[src/hw/rtl/txc_pkg.sv]
// ----------------------------------------------------------------------------
// Text console writer package
// Grid geometry, field widths, character and operation codes, and the
// controller state and command types that the modules share.
// ----------------------------------------------------------------------------
package txc_pkg;

  // Grid geometry.
  localparam int COLUMNS    = 80;
  localparam int ROWS       = 25;
  localparam int CELL_COUNT = COLUMNS * ROWS;
  localparam int COPY_COUNT = CELL_COUNT - COLUMNS;

  localparam int COL_W  = $clog2(COLUMNS);
  localparam int ROW_W  = $clog2(ROWS);
  localparam int ADDR_W = $clog2(CELL_COUNT);

  // Field widths of the channels.
  localparam int OP_W    = 2;
  localparam int CHAR_W  = 8;
  localparam int IDX_W   = 11;
  localparam int CELL_W  = 16;
  localparam int POS_W   = 11;
  localparam int COLOR_W = 8;

  // Width used to compare a cell index against the cell count.
  localparam int CMP_W = 16;

  // Operation codes.
  localparam logic [OP_W-1:0] OP_PUT   = 2'd0;
  localparam logic [OP_W-1:0] OP_CLEAR = 2'd1;
  localparam logic [OP_W-1:0] OP_READ  = 2'd2;

  // Character codes.
  localparam logic [CHAR_W-1:0] NEWLINE_CODE   = 8'd10;
  localparam logic [CHAR_W-1:0] BACKSPACE_CODE = 8'd8;
  localparam logic [CHAR_W-1:0] SPACE_CODE     = 8'd32;

  // Attribute after reset.
  localparam logic [COLOR_W-1:0] RESET_COLOR = 8'd15;

  // Controller states.
  typedef enum logic [2:0] {
    ST_INIT,
    ST_IDLE,
    ST_DECODE,
    ST_READ,
    ST_COPY,
    ST_BLANK,
    ST_DONE
  } state_t;

  // Commands from the controller to the datapath.
  typedef enum logic [3:0] {
    CMD_NONE,
    CMD_CAPTURE,
    CMD_PUT,
    CMD_CLEAR_LOAD,
    CMD_READ_LATCH,
    CMD_COPY,
    CMD_BOTTOM_LOAD,
    CMD_SWEEP,
    CMD_INIT_SWEEP,
    CMD_RESULT
  } dp_cmd_t;

  // Status from the datapath to the controller.
  typedef struct packed {
    logic [OP_W-1:0] op;
    logic            need_scroll;
    logic            copy_done;
    logic            sweep_last;
    logic            out_free;
  } dp_status_t;

endpackage

[src/hw/rtl/txc_ctrl.sv]
// ----------------------------------------------------------------------------
// Text console controller
// Sequences reset blanking, put, clear, read and scroll through commands
// to the datapath.
// ----------------------------------------------------------------------------
module txc_ctrl
  import txc_pkg::*;
(
  input  logic       clk,
  input  logic       rst_n,
  input  logic       in_valid,
  output logic       in_ready,
  input  dp_status_t status,
  output dp_cmd_t    cmd
);

  state_t state_r, state_nxt;

  // State register.
  always_ff @(posedge clk) begin
    if (!rst_n) begin
      state_r <= ST_INIT;
    end else begin
      state_r <= state_nxt;
    end
  end

  // Next state and commands.
  always_comb begin
    state_nxt = state_r;
    cmd       = CMD_NONE;
    in_ready  = 1'b0;
    unique case (state_r)
      ST_INIT: begin
        cmd = CMD_INIT_SWEEP;
        if (status.sweep_last) begin
          state_nxt = ST_IDLE;
        end
      end
      ST_IDLE: begin
        in_ready = 1'b1;
        if (in_valid) begin
          cmd       = CMD_CAPTURE;
          state_nxt = ST_DECODE;
        end
      end
      ST_DECODE: begin
        priority if (status.op == OP_PUT) begin
          cmd       = CMD_PUT;
          state_nxt = status.need_scroll ? ST_COPY : ST_DONE;
        end else if (status.op == OP_CLEAR) begin
          cmd       = CMD_CLEAR_LOAD;
          state_nxt = ST_BLANK;
        end else if (status.op == OP_READ) begin
          // The read address is the captured index; data arrives next cycle.
          state_nxt = ST_READ;
        end else begin
          state_nxt = ST_DONE;
        end
      end
      ST_READ: begin
        cmd       = CMD_READ_LATCH;
        state_nxt = ST_DONE;
      end
      ST_COPY: begin
        if (status.copy_done) begin
          cmd       = CMD_BOTTOM_LOAD;
          state_nxt = ST_BLANK;
        end else begin
          cmd = CMD_COPY;
        end
      end
      ST_BLANK: begin
        cmd = CMD_SWEEP;
        if (status.sweep_last) begin
          state_nxt = ST_DONE;
        end
      end
      ST_DONE: begin
        if (status.out_free) begin
          cmd       = CMD_RESULT;
          state_nxt = ST_IDLE;
        end
      end
      default: begin
        state_nxt = ST_IDLE;
      end
    endcase
  end

endmodule

[config.mk]
export PLATFORM = sky130hd
export DESIGN_NAME = txc_ctrl
export DESIGN_NICKNAME = d
export VERILOG_FILES = /design/src/hw/rtl/txc_pkg.sv /design/src/hw/rtl/txc_ctrl.sv
export SDC_FILE = /design/constraint.sdc
export NUM_CORES = 1
export LEC_CHECK = 0
export ABC_AREA = 1
export BUFFER_PORTS_ARGS = -buffer_cell sky130_fd_sc_hd__buf_2
export CORE_AREA = 2 2 39 41
export CTS_CLUSTER_DIAMETER = 60
export DETAILED_ROUTE_END_ITERATION = 16
export DIE_AREA = 0 0 41 43
export SLEW_MARGIN = 20
export SYNTH_ARGS = -nofsm -noshare
export SYNTH_HDL_FRONTEND = slang
export SYNTH_SLANG_ARGS = --single-unit
export TNS_END_PERCENT = 10
[constraint.sdc]
create_clock -name clk -period 1.4 [get_ports clk]
set_clock_uncertainty 0.05 [all_clocks]
set_input_delay 0 -clock clk [delete_from_list [all_inputs] [get_ports clk]]
set_output_delay 0 -clock clk [all_outputs]
set_load 0.05 [all_outputs]
==> run_summary.xml, run 1 <==
<?xml version="1.0" encoding="UTF-8"?>
<metrics>
  <group name="synth">
    <metric name="synth_area_leaders" unit="">sky130_fd_sc_hd__dfxtp_1 15%, sky130_fd_sc_hd__nand2_1 13%, sky130_fd_sc_hd__ha_1 9.5%, sky130_fd_sc_hd__inv_1 9.5%, sky130_fd_sc_hd__nor2_1 8.6%</metric>
    <metric name="synth_most_common_cell" unit="">sky130_fd_sc_hd__nand2_1</metric>
    <metric name="post_synth.cell_area_avg" unit="µm²">6.064</metric>
    <metric name="yosysWarningCount" unit="">0</metric>
    <metric name="synth.distinct_cells" unit="">19</metric>
    <metric name="syn_area" unit="µm²">394.1</metric>
    <metric name="synth_edf_count" unit="">0</metric>
    <metric name="synthDominantAreaCellType" unit="">sky130_fd_sc_hd__dfxtp_1</metric>
    <metric name="synthFlopType" unit="">sky130_fd_sc_hd__dfxtp_1</metric>
    <metric name="post-synth-top-area-fraction" unit="%">15.24</metric>
    <metric name="postSynthCellCount" unit="">65</metric>
    <metric name="ys_seq_elements" unit="">3</metric>
    <metric name="synth_fp_nets" unit="">77</metric>
    <metric name="post_synth_most_frequent_cells" unit="">14 x sky130_fd_sc_hd__nand2_1, 10 x sky130_fd_sc_hd__inv_1, 9 x sky130_fd_sc_hd__nor2_1, 5 x sky130_fd_sc_hd__nand3_1, 4 x sky130_fd_sc_hd__nor2_2</metric>
    <metric name="synth_seq_area_share" unit="%">15.24</metric>
    <metric name="async_flop_share" unit="%">0</metric>
  </group>
  <group name="final_layout">
    <metric name="layout.nets" unit="">95</metric>
    <metric name="area_growth_syn_to_fin" unit="%">34.60</metric>
    <metric name="flip_flop_count_of_the_largest_register_after_layout" unit="">3</metric>
    <metric name="layout_top_registers" unit="">state_r x3</metric>
    <metric name="design_area" unit="µm²">530.5</metric>
    <metric name="regMostFlops" unit="">state_r</metric>
    <metric name="n_antenna_cell" unit="">0</metric>
    <metric name="drive_gt1_share" unit="%">39.02</metric>
  </group>
  <group name="sta">
    <metric name="worstMarginPinSlew" unit="ps">247.7</metric>
    <metric name="relSlewSlack" unit="%">83.60</metric>
    <metric name="min_period" unit="ps">1310</metric>
    <metric name="grt_setup_unrepaired" unit="">true</metric>
    <metric name="tns" unit="ps">0</metric>
    <metric name="postLayoutSetupSlackWorst" unit="ps">89.81</metric>
    <metric name="timing.final.setup_violations" unit="">0</metric>
    <metric name="timing_hold_violations_final" unit="">0</metric>
    <metric name="timing.final.crit_share" unit="%">93.59</metric>
    <metric name="max_clock_freq" unit="MHz">763.2</metric>
    <metric name="report.final.slew_viol_count" unit="">0</metric>
  </group>
  <group name="die">
    <metric name="io-pin-count" unit="">14</metric>
    <metric name="std_cell_rows" unit="">14</metric>
    <metric name="die-width" unit="µm">41</metric>
    <metric name="die_area" unit="µm²">1763</metric>
    <metric name="initial_utilization" unit="%">28.48</metric>
    <metric name="dieHeight" unit="µm">43</metric>
    <metric name="core_area" unit="µm²">1384</metric>
  </group>
  <group name="cts">
    <metric name="cts_made_buffers" unit="">3</metric>
    <metric name="max-clock-path-buffers" unit="">2</metric>
    <metric name="buffer_type_at_the_clock_tree_root" unit="">sky130_fd_sc_hd__clkbuf_4</metric>
    <metric name="clk_lat_worst_skew" unit="ps">240</metric>
    <metric name="htree_levels" unit="">1</metric>
    <metric name="cts.reportedPaths.clkPinSlew" unit="ps">40</metric>
    <metric name="clock_tree_from_tritoncts" unit="">built</metric>
    <metric name="clock-sinks" unit="">3</metric>
  </group>
  <group name="global_route">
    <metric name="global_route.usage.total" unit="%">10.82</metric>
    <metric name="grt_overflow_total" unit="">0</metric>
    <metric name="wire_length_of_the_first_global_routing_pass" unit="mm">1.304</metric>
    <metric name="grt_start_max_net_pins" unit="">10</metric>
    <metric name="grt_antenna_before_repair" unit="">0</metric>
    <metric name="vias_in_the_first_global_route" unit="">346</metric>
  </group>
  <group name="setup_path">
    <metric name="path_class" unit="">flip-flop to output port</metric>
    <metric name="crit_arrival" unit="ps">1260</metric>
    <metric name="crit_required" unit="ps">1350</metric>
    <metric name="path_max_fanout" unit="">9</metric>
    <metric name="cp-end-kind" unit="">output port</metric>
    <metric name="reg2regPathDepth" unit="">7</metric>
    <metric name="timing.critical_path.from_type" unit="">flip-flop</metric>
    <metric name="reg_to_reg_setup_timing_slack" unit="ps">230</metric>
    <metric name="rr_startpoint" unit="">state_r[2]</metric>
    <metric name="timing.rr.end" unit="">state_r[2]</metric>
  </group>
  <group name="detailed_routing">
    <metric name="drt-wirelength-per-cell" unit="µm">8.163</metric>
    <metric name="detailedRoute.firstIterationViolations" unit="">1</metric>
    <metric name="avgViaCountPerCell" unit="">4.276</metric>
    <metric name="firstDrtPassIters" unit="">2</metric>
    <metric name="drt-total-wl" unit="µm">800</metric>
    <metric name="drc" unit="">0</metric>
    <metric name="drtAntennaViolNets" unit="">0</metric>
    <metric name="detailroute.via_count" unit="">419</metric>
  </group>
  <group name="power_and_ir_drop">
    <metric name="power_density" unit="nW/µm²">2540</metric>
    <metric name="power.ir.vdd_worst" unit="mV">0.6565</metric>
    <metric name="total_leakage_power" unit="µW">0.0003041</metric>
  </group>
  <group name="worst_hold_path">
    <metric name="hold_path.startpoint" unit="">status[1]</metric>
    <metric name="min_delay_worst_endpoint" unit="">state_r[1]</metric>
    <metric name="holdPathStages" unit="">5</metric>
    <metric name="worst_hold_path_type" unit="">input pin to flip-flop</metric>
  </group>
  <group name="placed_design">
    <metric name="post-place-ws" unit="ps">67.74</metric>
    <metric name="place.gp.congestion" unit="">0.7864</metric>
    <metric name="detailed_place_hpwl" unit="µm">669.5</metric>
    <metric name="post_dp_cell_area" unit="µm²">470.5</metric>
    <metric name="total_of_buffers_placed_on_input_and_output_ports" unit="">13</metric>
  </group>
  <group name="outcome">
    <metric name="outcome" unit="">finished clean</metric>
  </group>
  <group name="run">
    <metric name="maxCapViolations" unit="">0</metric>
  </group>
</metrics>
==> layout by cell type (no fill, tap or decap), drive strengths merged <==
cell type,synthesis,final
nor2,13,13
ha,3,3
or2,1,1
a21oi,1,1
nand4,2,2
o2111ai,1,1
buf,2,14
inv,13,13
dfxtp,3,3
dlygate4sd3,0,1
nand2,15,15
a21o,1,1
clkbuf,0,4
nand3,6,6
nor3,2,2
o21ai,2,2
==> layout make-up <==
type | instances | area [µm²]
Multi-Input combinational cell | 47 | 275.3
Fill cell | 150 | 853.3
Tap cell | 16 | 20.02
Inverter | 13 | 48.80
Timing Repair Buffer | 15 | 93.84
Clock buffer | 4 | 26.28
Sequential cell | 3 | 66.31
==> critical path, cell delays in order, from the launching register on <==
cell and delay [ps]:
sky130_fd_sc_hd__dfxtp_4 390, sky130_fd_sc_hd__inv_1 90, sky130_fd_sc_hd__nor3_1 190, sky130_fd_sc_hd__nand2_1 70, sky130_fd_sc_hd__nand3_1 80, sky130_fd_sc_hd__buf_4 190
==> worst max-delay path by stage <==
stage | slack, ps | from | to
floorplan | 70 | state_r[0] | in_ready
global placement | 70 | state_r[2] | state_r[2]
detailed placement | 70 | state_r[2] | state_r[2]
CTS | 30 | state_r[2] | cmd[1]
global route | 1 | state_r[2] | cmd[2]
finish | 90 | state_r[2] | cmd[1]
==> repair_timing <==
item | CTS | global route
pin swaps | 0 | 0
resized for setup | 6 | 3
hold endpoints to repair | 3 | 0
endpoints found under the setup margin | 3 | 4
buffers inserted | 0 | 0
hold buffers | 1 | 0
==> cells by family (layout without fill, tap and decap cells) <==
group | count (synthesis) | in the layout | synth area share, %
buffers and inverters | 15 | 32 | 18.10
AND/OR/NAND/NOR | 39 | 39 | 49.20
flip-flops | 3 | 3 | 15.24
AO/OA/AOI/OAI | 5 | 5 | 7.937
adder cells (fa/ha/maj) | 3 | 3 | 9.525
==> metal layers <==
metal | vias up | track usage (%) | part of all wire, %
li1 | 237 | - | -
met1 | 171 | 14.38 | 49
met2 | 11 | 15.00 | 46
met3 | 0 | 4.712 | 4.4
met4 | 0 | 4.000 | 0
met5 | - | 0 | 0
==> stage by stage <==
| stage | util, % | std cells | total power [µW] | hold slack [ps] |
|---|---|---|---|---|
| after floorplan | - | 65 | 985.9 | 84.75 |
| after global placement | 34.00 | 93 | 1126 | 223.4 |
| after detailed placement | 34.00 | 93 | 1124 | 218.5 |
| after CTS | 37.43 | 98 | 1331 | 112.8 |
| after global routing | 38.34 | 98 | 1482 | 147.8 |
| final | 38.34 | 98 | 1348 | 117.1 |
==> report_power, final <==
part / switching [µW] / total, µW / internal (µW)
registers: 78.2 / 216 / 138
clock network: 49.6 / 157 / 107
logic: 659 / 975 / 317
total: 786 / 1350 / 561
Note: power is estimated with default switching activity, not from simulation.
==> run 2, diff against run 1 <==
==> constraint.sdc (replaced) <==
create_clock -name clk -period 1.4 [get_ports clk]
set_clock_uncertainty 0.05 [all_clocks]
set_input_delay 0.28 -clock clk [delete_from_list [all_inputs] [get_ports clk]]
set_output_delay 0.28 -clock clk [all_outputs]
set_load 0.05 [all_outputs]
==> run 2 against run 1 <==
  * The run now ends with negative setup slack left
  * First-iteration DRC count rose to 6.0 times the previous value
  * Flip-flop and latch count did not move
  * Critical path depth did not move
  * Wire length rose by 22%
  * Design area rose by 23%
  * Setup slack got worse by 230 ps
==> run_summary.xml, run 2 (synthesis results as in run 1) <==
<?xml version="1.0" encoding="UTF-8"?>
<metrics>
  <group name="die">
    <metric name="initial_utilization" unit="%">28.48</metric>
    <metric name="die_area" unit="µm²">1763</metric>
    <metric name="io-pin-count" unit="">14</metric>
    <metric name="die-width" unit="µm">41</metric>
    <metric name="dieHeight" unit="µm">43</metric>
    <metric name="std_cell_rows" unit="">14</metric>
    <metric name="core_area" unit="µm²">1384</metric>
  </group>
  <group name="final_layout">
    <metric name="flip_flop_count_of_the_largest_register_after_layout" unit="">3</metric>
    <metric name="drive_gt1_share" unit="%">55.56</metric>
    <metric name="fill_cells" unit="">149</metric>
    <metric name="n_antenna_cell" unit="">0</metric>
    <metric name="layout_top_registers" unit="">state_r x3</metric>
    <metric name="area_growth_syn_to_fin" unit="%">65.71</metric>
    <metric name="regMostFlops" unit="">state_r</metric>
    <metric name="layout.nets" unit="">103</metric>
    <metric name="most_common_cell_after_layout_fill_and_taps_aside" unit="">sky130_fd_sc_hd__nand2_1</metric>
    <metric name="design_area" unit="µm²">653.1</metric>
    <metric name="mostFrequentLayoutCells" unit="">13 x sky130_fd_sc_hd__nand2_1, 8 x sky130_fd_sc_hd__inv_1, 8 x sky130_fd_sc_hd__buf_2, 8 x sky130_fd_sc_hd__buf_4, 7 x sky130_fd_sc_hd__buf_6</metric>
  </group>
  <group name="cts">
    <metric name="max-clock-path-buffers" unit="">2</metric>
    <metric name="clk_lat_worst_skew" unit="ps">230</metric>
    <metric name="cts_made_buffers" unit="">3</metric>
    <metric name="clock-sinks" unit="">3</metric>
    <metric name="cts.reportedPaths.clkPinSlew" unit="ps">40</metric>
    <metric name="buffer_type_at_the_clock_tree_root" unit="">sky130_fd_sc_hd__clkbuf_4</metric>
    <metric name="clock_tree_from_tritoncts" unit="">built</metric>
    <metric name="post_cts_hold_buffer_count" unit="">0</metric>
    <metric name="htree_levels" unit="">1</metric>
  </group>
  <group name="setup_path">
    <metric name="path_class" unit="">flip-flop to output port</metric>
    <metric name="crit_arrival" unit="ps">1210</metric>
    <metric name="cp-end-kind" unit="">output port</metric>
    <metric name="timing.critical_path.mode_cell" unit="">sky130_fd_sc_hd__buf_6</metric>
    <metric name="path_max_fanout" unit="">6</metric>
    <metric name="worstPathCellList" unit="">buf_6, nor2_4, inv_2, o2111ai_2, buf_6</metric>
    <metric name="timing.critical_path.from_type" unit="">flip-flop</metric>
    <metric name="crit_path_max_incr_delay" unit="ps">360</metric>
    <metric name="crit_required" unit="ps">1070</metric>
    <metric name="critical_path.slowest_cell" unit="">sky130_fd_sc_hd__dfxtp_4</metric>
  </group>
  <group name="global_route">
    <metric name="grt_overflow_total" unit="">0</metric>
    <metric name="grt_start_max_net_pins" unit="">7</metric>
    <metric name="global_route.usage.total" unit="%">13.54</metric>
    <metric name="vias_in_the_first_global_route" unit="">456</metric>
    <metric name="grt_antenna_before_repair" unit="">0</metric>
    <metric name="wire_length_of_the_first_global_routing_pass" unit="mm">1.704</metric>
  </group>
  <group name="sta">
    <metric name="grt_setup_unrepaired" unit="">true</metric>
    <metric name="hold_ws" unit="ps">254.8</metric>
    <metric name="max_clock_freq" unit="MHz">648.0</metric>
    <metric name="relSlewSlack" unit="%">86.19</metric>
    <metric name="postLayoutSetupSlackWorst" unit="ps">-143.1</metric>
    <metric name="tns" unit="ps">-481.4</metric>
    <metric name="report.final.slew_viol_count" unit="">0</metric>
    <metric name="min_period" unit="ps">1543</metric>
    <metric name="worstMarginPinSlew" unit="ps">206.1</metric>
    <metric name="timing_hold_violations_final" unit="">0</metric>
    <metric name="timing.final.setup_violations" unit="">5</metric>
    <metric name="timing.final.crit_share" unit="%">110.2</metric>
  </group>
  <group name="detailed_routing">
    <metric name="drtAntennaViolNets" unit="">0</metric>
    <metric name="drt-wirelength-per-cell" unit="µm">9.179</metric>
    <metric name="drc" unit="">0</metric>
    <metric name="detailedRoute.firstIterationViolations" unit="">6</metric>
    <metric name="drt-total-wl" unit="µm">973</metric>
    <metric name="avgViaCountPerCell" unit="">4.509</metric>
    <metric name="detailroute.via_count" unit="">478</metric>
    <metric name="firstDrtPassIters" unit="">2</metric>
  </group>
  <group name="placed_design">
    <metric name="total_of_buffers_placed_on_input_and_output_ports" unit="">13</metric>
    <metric name="place.gp.congestion" unit="">0.6987</metric>
    <metric name="detailed_place_hpwl" unit="µm">793.3</metric>
    <metric name="post_dp_cell_area" unit="µm²">540.5</metric>
  </group>
  <group name="outcome">
    <metric name="outcome" unit="">finished with violations</metric>
    <metric name="violations" unit="">negative setup slack</metric>
  </group>
  <group name="power_and_ir_drop">
    <metric name="power.ir.vdd_worst" unit="mV">1.069</metric>
    <metric name="power_density" unit="nW/µm²">2517</metric>
    <metric name="total_leakage_power" unit="µW">0.0003544</metric>
  </group>
  <group name="worst_hold_path">
    <metric name="worst_hold_path_type" unit="">input pin to flip-flop</metric>
  </group>
  <group name="run">
    <metric name="maxCapViolations" unit="">0</metric>
  </group>
</metrics>
run 2: layer usage:
metal	vias to the layer above	routed length [µm]	GRT usage, %
li1	252	-	-
met1	210	400	15.71
met2	14	516	23.13
met3	2	48	2.618
met4	0	8	4.667
met5	-	0	0
run 2: worst paths after layout:
kind                                 start    endpoint  cells past startpoint  slack (ps)
worst max-delay path            state_r[1]      cmd[0]                      5        -140
worst min-delay path                 rst_n  state_r[1]                      3         250
worst max register to register  state_r[2]  state_r[0]                      9          70
worst min register to register  state_r[0]  state_r[0]                      5         670
run 2: repair_timing:
item                       in CTS  in global routing
resized for setup              20                 10
setup buffers                   0                  0
setup endpoints to repair       5                  8
pin swaps                       2                  1
run 2: through the flow:
stage                     instances  total power, µW  worst slack, ps  utilization [%]
after CTS                       106             1574           -164.7            44.94
after global routing            106             1786           -181.7            47.20
after global placement          102             1227           -151.2            39.06
after floorplan                  65            992.5           -154.4                -
after detailed placement        102             1241           -157.1            39.06
final                           106             1644           -143.1            47.20
run 2: worst max-delay path: cells and delay by family, from the launching register on:
kind	cells	cell delay, ps
AOI/OAI and AO/OA	1	180
buffers and inverters	3	350
and+or+nand+nor	1	80
DFF	1	360
run 2: where the power goes:
group	internal [µW]	total (µW)	switching (µW)	leakage, µW
registers	149	239	89.7	0.0000267
logic	506	1250	748	0.000313
clock network	107	151	44.0	0.0000150
run 2: layout make-up:
| type | count | area [µm²] | area share (%) |
|---|---|---|---|
| multi-input combinational | 47 | 305.3 | 46.74 |
| clock buffer | 4 | 26.28 | 4.023 |
| tap | 16 | 20.02 | 3.065 |
| inverter | 13 | 51.30 | 7.854 |
| timing repair buffer | 23 | 178.9 | 27.39 |
| sequential | 3 | 71.32 | 10.92 |
==> run 3, diff against run 2 <==
Settings changed: CELL_PAD_IN_SITES_DETAIL_PLACEMENT set to 0, CELL_PAD_IN_SITES_GLOBAL_PLACEMENT set to 1, CORE_AREA 2 2 39 41 to unset, CORE_UTILIZATION set to 30, DIE_AREA 0 0 41 43 to unset, PLACE_DENSITY_LB_ADDON set to 0.1.
==> run 3 against run 2 <==
  * The flow still finishes with violations (negative setup slack)
  * Sequential share of layout area increased by 0.063 points
  * Global-route usage rose by 1.7 points
  * Maximum frequency up 0.69%
  * Flip-flop and latch count stayed put
  * Cell count did not move
  * Design area is 0.57% lower
  * Largest cell class unchanged
==> run_summary.xml, run 3 (synthesis results as in run 1) <==
<?xml version="1.0" encoding="UTF-8"?>
<metrics>
  <group name="power_and_ir_drop">
    <metric name="share_seq_of_total_power" unit="%">13.7</metric>
    <metric name="power_report.internal_total" unit="µW">770.6</metric>
    <metric name="share_clk_of_total_power" unit="%">9.3</metric>
    <metric name="power_density" unit="nW/µm²">2507</metric>
    <metric name="power.ir.vdd_worst" unit="mV">0.8790</metric>
    <metric name="total_leakage_power" unit="µW">0.0003605</metric>
    <metric name="netSwitchingPower" unit="µW">857.5</metric>
    <metric name="swShare" unit="%">52.67</metric>
    <metric name="combinationalPowerShare" unit="%">77.0</metric>
  </group>
  <group name="setup_path">
    <metric name="worstPathCellList" unit="">buf_6, nor2_4, inv_2, o2111ai_2, buf_6</metric>
    <metric name="top_family_by_delay_on_critical_path" unit="">flip-flops</metric>
    <metric name="timing.critical_path.mode_cell" unit="">sky130_fd_sc_hd__buf_6</metric>
    <metric name="timing.critical_path.from_type" unit="">flip-flop</metric>
    <metric name="critical_path.n_buffers_inverters" unit="">3</metric>
    <metric name="critical_path.slowest_cell" unit="">sky130_fd_sc_hd__dfxtp_4</metric>
    <metric name="crit_path_max_incr_delay" unit="ps">360</metric>
    <metric name="path_max_fanout" unit="">5</metric>
    <metric name="crit_required" unit="ps">1070</metric>
    <metric name="path_class" unit="">flip-flop to output port</metric>
    <metric name="crit_arrival" unit="ps">1200</metric>
    <metric name="cp-end-kind" unit="">output port</metric>
  </group>
  <group name="global_route">
    <metric name="grt_start_max_net_pins" unit="">7</metric>
    <metric name="global_route.usage.total" unit="%">15.23</metric>
    <metric name="grt_antenna_before_repair" unit="">0</metric>
    <metric name="vias_in_the_first_global_route" unit="">401</metric>
    <metric name="grt_overflow_total" unit="">0</metric>
    <metric name="wire_length_of_the_first_global_routing_pass" unit="mm">1.524</metric>
  </group>
  <group name="cts">
    <metric name="post_cts_hold_buffer_count" unit="">0</metric>
    <metric name="clk_lat_worst_skew" unit="ps">230</metric>
    <metric name="clock_tree_from_tritoncts" unit="">built</metric>
    <metric name="clock-sinks" unit="">3</metric>
    <metric name="max-clock-path-buffers" unit="">2</metric>
    <metric name="cts_made_buffers" unit="">3</metric>
    <metric name="buffer_type_at_the_clock_tree_root" unit="">sky130_fd_sc_hd__clkbuf_4</metric>
    <metric name="htree_levels" unit="">1</metric>
    <metric name="post_cts_setup_bufs" unit="">0</metric>
    <metric name="cts.reportedPaths.clkPinSlew" unit="ps">40</metric>
  </group>
  <group name="sta">
    <metric name="report.final.slew_viol_count" unit="">0</metric>
    <metric name="tns" unit="ps">-427.0</metric>
    <metric name="postLayoutSetupSlackWorst" unit="ps">-132.6</metric>
    <metric name="timing_hold_violations_final" unit="">0</metric>
    <metric name="min_period" unit="ps">1533</metric>
    <metric name="worstMarginPinSlew" unit="ps">192.5</metric>
    <metric name="timing.final.crit_share" unit="%">109.5</metric>
    <metric name="grt_setup_unrepaired" unit="">true</metric>
    <metric name="relSlewSlack" unit="%">87.16</metric>
    <metric name="timing.final.setup_violations" unit="">4</metric>
    <metric name="max_clock_freq" unit="MHz">652.5</metric>
  </group>
  <group name="outcome">
    <metric name="violations" unit="">negative setup slack</metric>
    <metric name="outcome" unit="">finished with violations</metric>
  </group>
  <group name="die">
    <metric name="io-pin-count" unit="">14</metric>
    <metric name="core_area" unit="µm²">1156</metric>
    <metric name="die-width" unit="µm">38.25</metric>
    <metric name="std_cell_rows" unit="">12</metric>
    <metric name="die_area" unit="µm²">1463</metric>
    <metric name="dieHeight" unit="µm">38.25</metric>
    <metric name="initial_utilization" unit="%">34.09</metric>
  </group>
  <group name="final_layout">
    <metric name="fill_cells" unit="">128</metric>
    <metric name="layout.nets" unit="">105</metric>
    <metric name="regMostFlops" unit="">state_r</metric>
    <metric name="finalNonFillerCells" unit="">106</metric>
    <metric name="area_growth_syn_to_fin" unit="%">64.76</metric>
    <metric name="drive_gt1_share" unit="%">52.17</metric>
    <metric name="layout_top_registers" unit="">state_r x3</metric>
    <metric name="mostFrequentLayoutCells" unit="">14 x sky130_fd_sc_hd__nand2_1, 11 x sky130_fd_sc_hd__buf_4, 9 x sky130_fd_sc_hd__inv_1, 8 x sky130_fd_sc_hd__buf_2, 7 x sky130_fd_sc_hd__nor2_1</metric>
    <metric name="flip_flop_count_of_the_largest_register_after_layout" unit="">3</metric>
    <metric name="n_antenna_cell" unit="">0</metric>
    <metric name="most_common_cell_after_layout_fill_and_taps_aside" unit="">sky130_fd_sc_hd__nand2_1</metric>
  </group>
  <group name="detailed_routing">
    <metric name="detailroute.via_count" unit="">457</metric>
    <metric name="drc" unit="">0</metric>
    <metric name="drt-wirelength-per-cell" unit="µm">8.462</metric>
    <metric name="drt-total-wl" unit="µm">897</metric>
    <metric name="drtAntennaViolNets" unit="">0</metric>
    <metric name="avgViaCountPerCell" unit="">4.311</metric>
    <metric name="detailedRoute.firstIterationViolations" unit="">2</metric>
    <metric name="firstDrtPassIters" unit="">2</metric>
  </group>
  <group name="placed_design">
    <metric name="place.gp.congestion" unit="">0.6722</metric>
    <metric name="detailed_place_hpwl" unit="µm">748.6</metric>
    <metric name="place.detailed.instances" unit="">102</metric>
    <metric name="total_of_buffers_placed_on_input_and_output_ports" unit="">13</metric>
  </group>
  <group name="worst_hold_path">
    <metric name="worst_hold_path_type" unit="">input pin to flip-flop</metric>
  </group>
  <group name="run">
    <metric name="maxCapViolations" unit="">0</metric>
  </group>
</metrics>
-- run 3: layout make-up --
type | instances | area [µm²] | area share, %
inverter | 13 | 48.80 | 7.514
sequential | 3 | 71.32 | 10.98
tap | 14 | 17.52 | 2.697
timing repair buffer | 25 | 190.2 | 29.29
clock buffer | 4 | 26.28 | 4.046
multi-input combinational | 47 | 295.3 | 45.47
-- run 3: repair_timing --
action | in CTS | in global routing
endpoints found under the setup margin | 5 | 5
resized for setup | 24 | 0
pin swaps | 2 | 0
-- run 3: power by group through the flow --
stage          combinational (µW)  sequential, µW  clock (µW)
2_1_floorplan                 839             154           0
3_3_place_gp                 1080             187           0
3_5_place_dp                 1080             184           0
4_1_cts                      1260             220         153
5_1_grt                      1360             232         159
6_report                     1250             223         151
-- run 3: path summary, 6_finish.rpt --
check                           cells past startpoint  slack [ps]         end       start
worst min-delay path                                3         250  state_r[2]       rst_n
worst max register to register                      9         130  state_r[0]  state_r[1]
worst min register to register                      5         710  state_r[0]  state_r[0]
worst max-delay path                                5        -130      cmd[0]  state_r[1]
-- run 3: worst min-delay path: cells and delay by family --
| kind | cells | cell delay, ps |
|---|---|---|
| simple gates | 2 | 110 |
| buf+inv | 1 | 110 |
-- run 3: per-layer routing --
metal | track usage (%) | vias up | wire length (µm)
met1 | 19.93 | 197 | 447
met3 | 1.744 | 0 | 23
met4 | 8.036 | 0 | 0
met2 | 24.15 | 6 | 426
li1 | - | 254 | -
met5 | 0 | - | 0
-- run 3: through the flow --
stage	hold slack, ps	total power, µW	util, %	setup WS [ps]	cell area, µm²
floorplan	364.7	992.5	-	-154.4	402.9
global placement	492.1	1270	47.84	-148.9	553.0
detailed placement	489.1	1264	47.84	-171.1	553.0
CTS	242.9	1635	56.17	-135.1	649.4
global route	260.8	1751	56.17	-184.9	649.4
finish	252.8	1628	56.17	-132.6	649.4
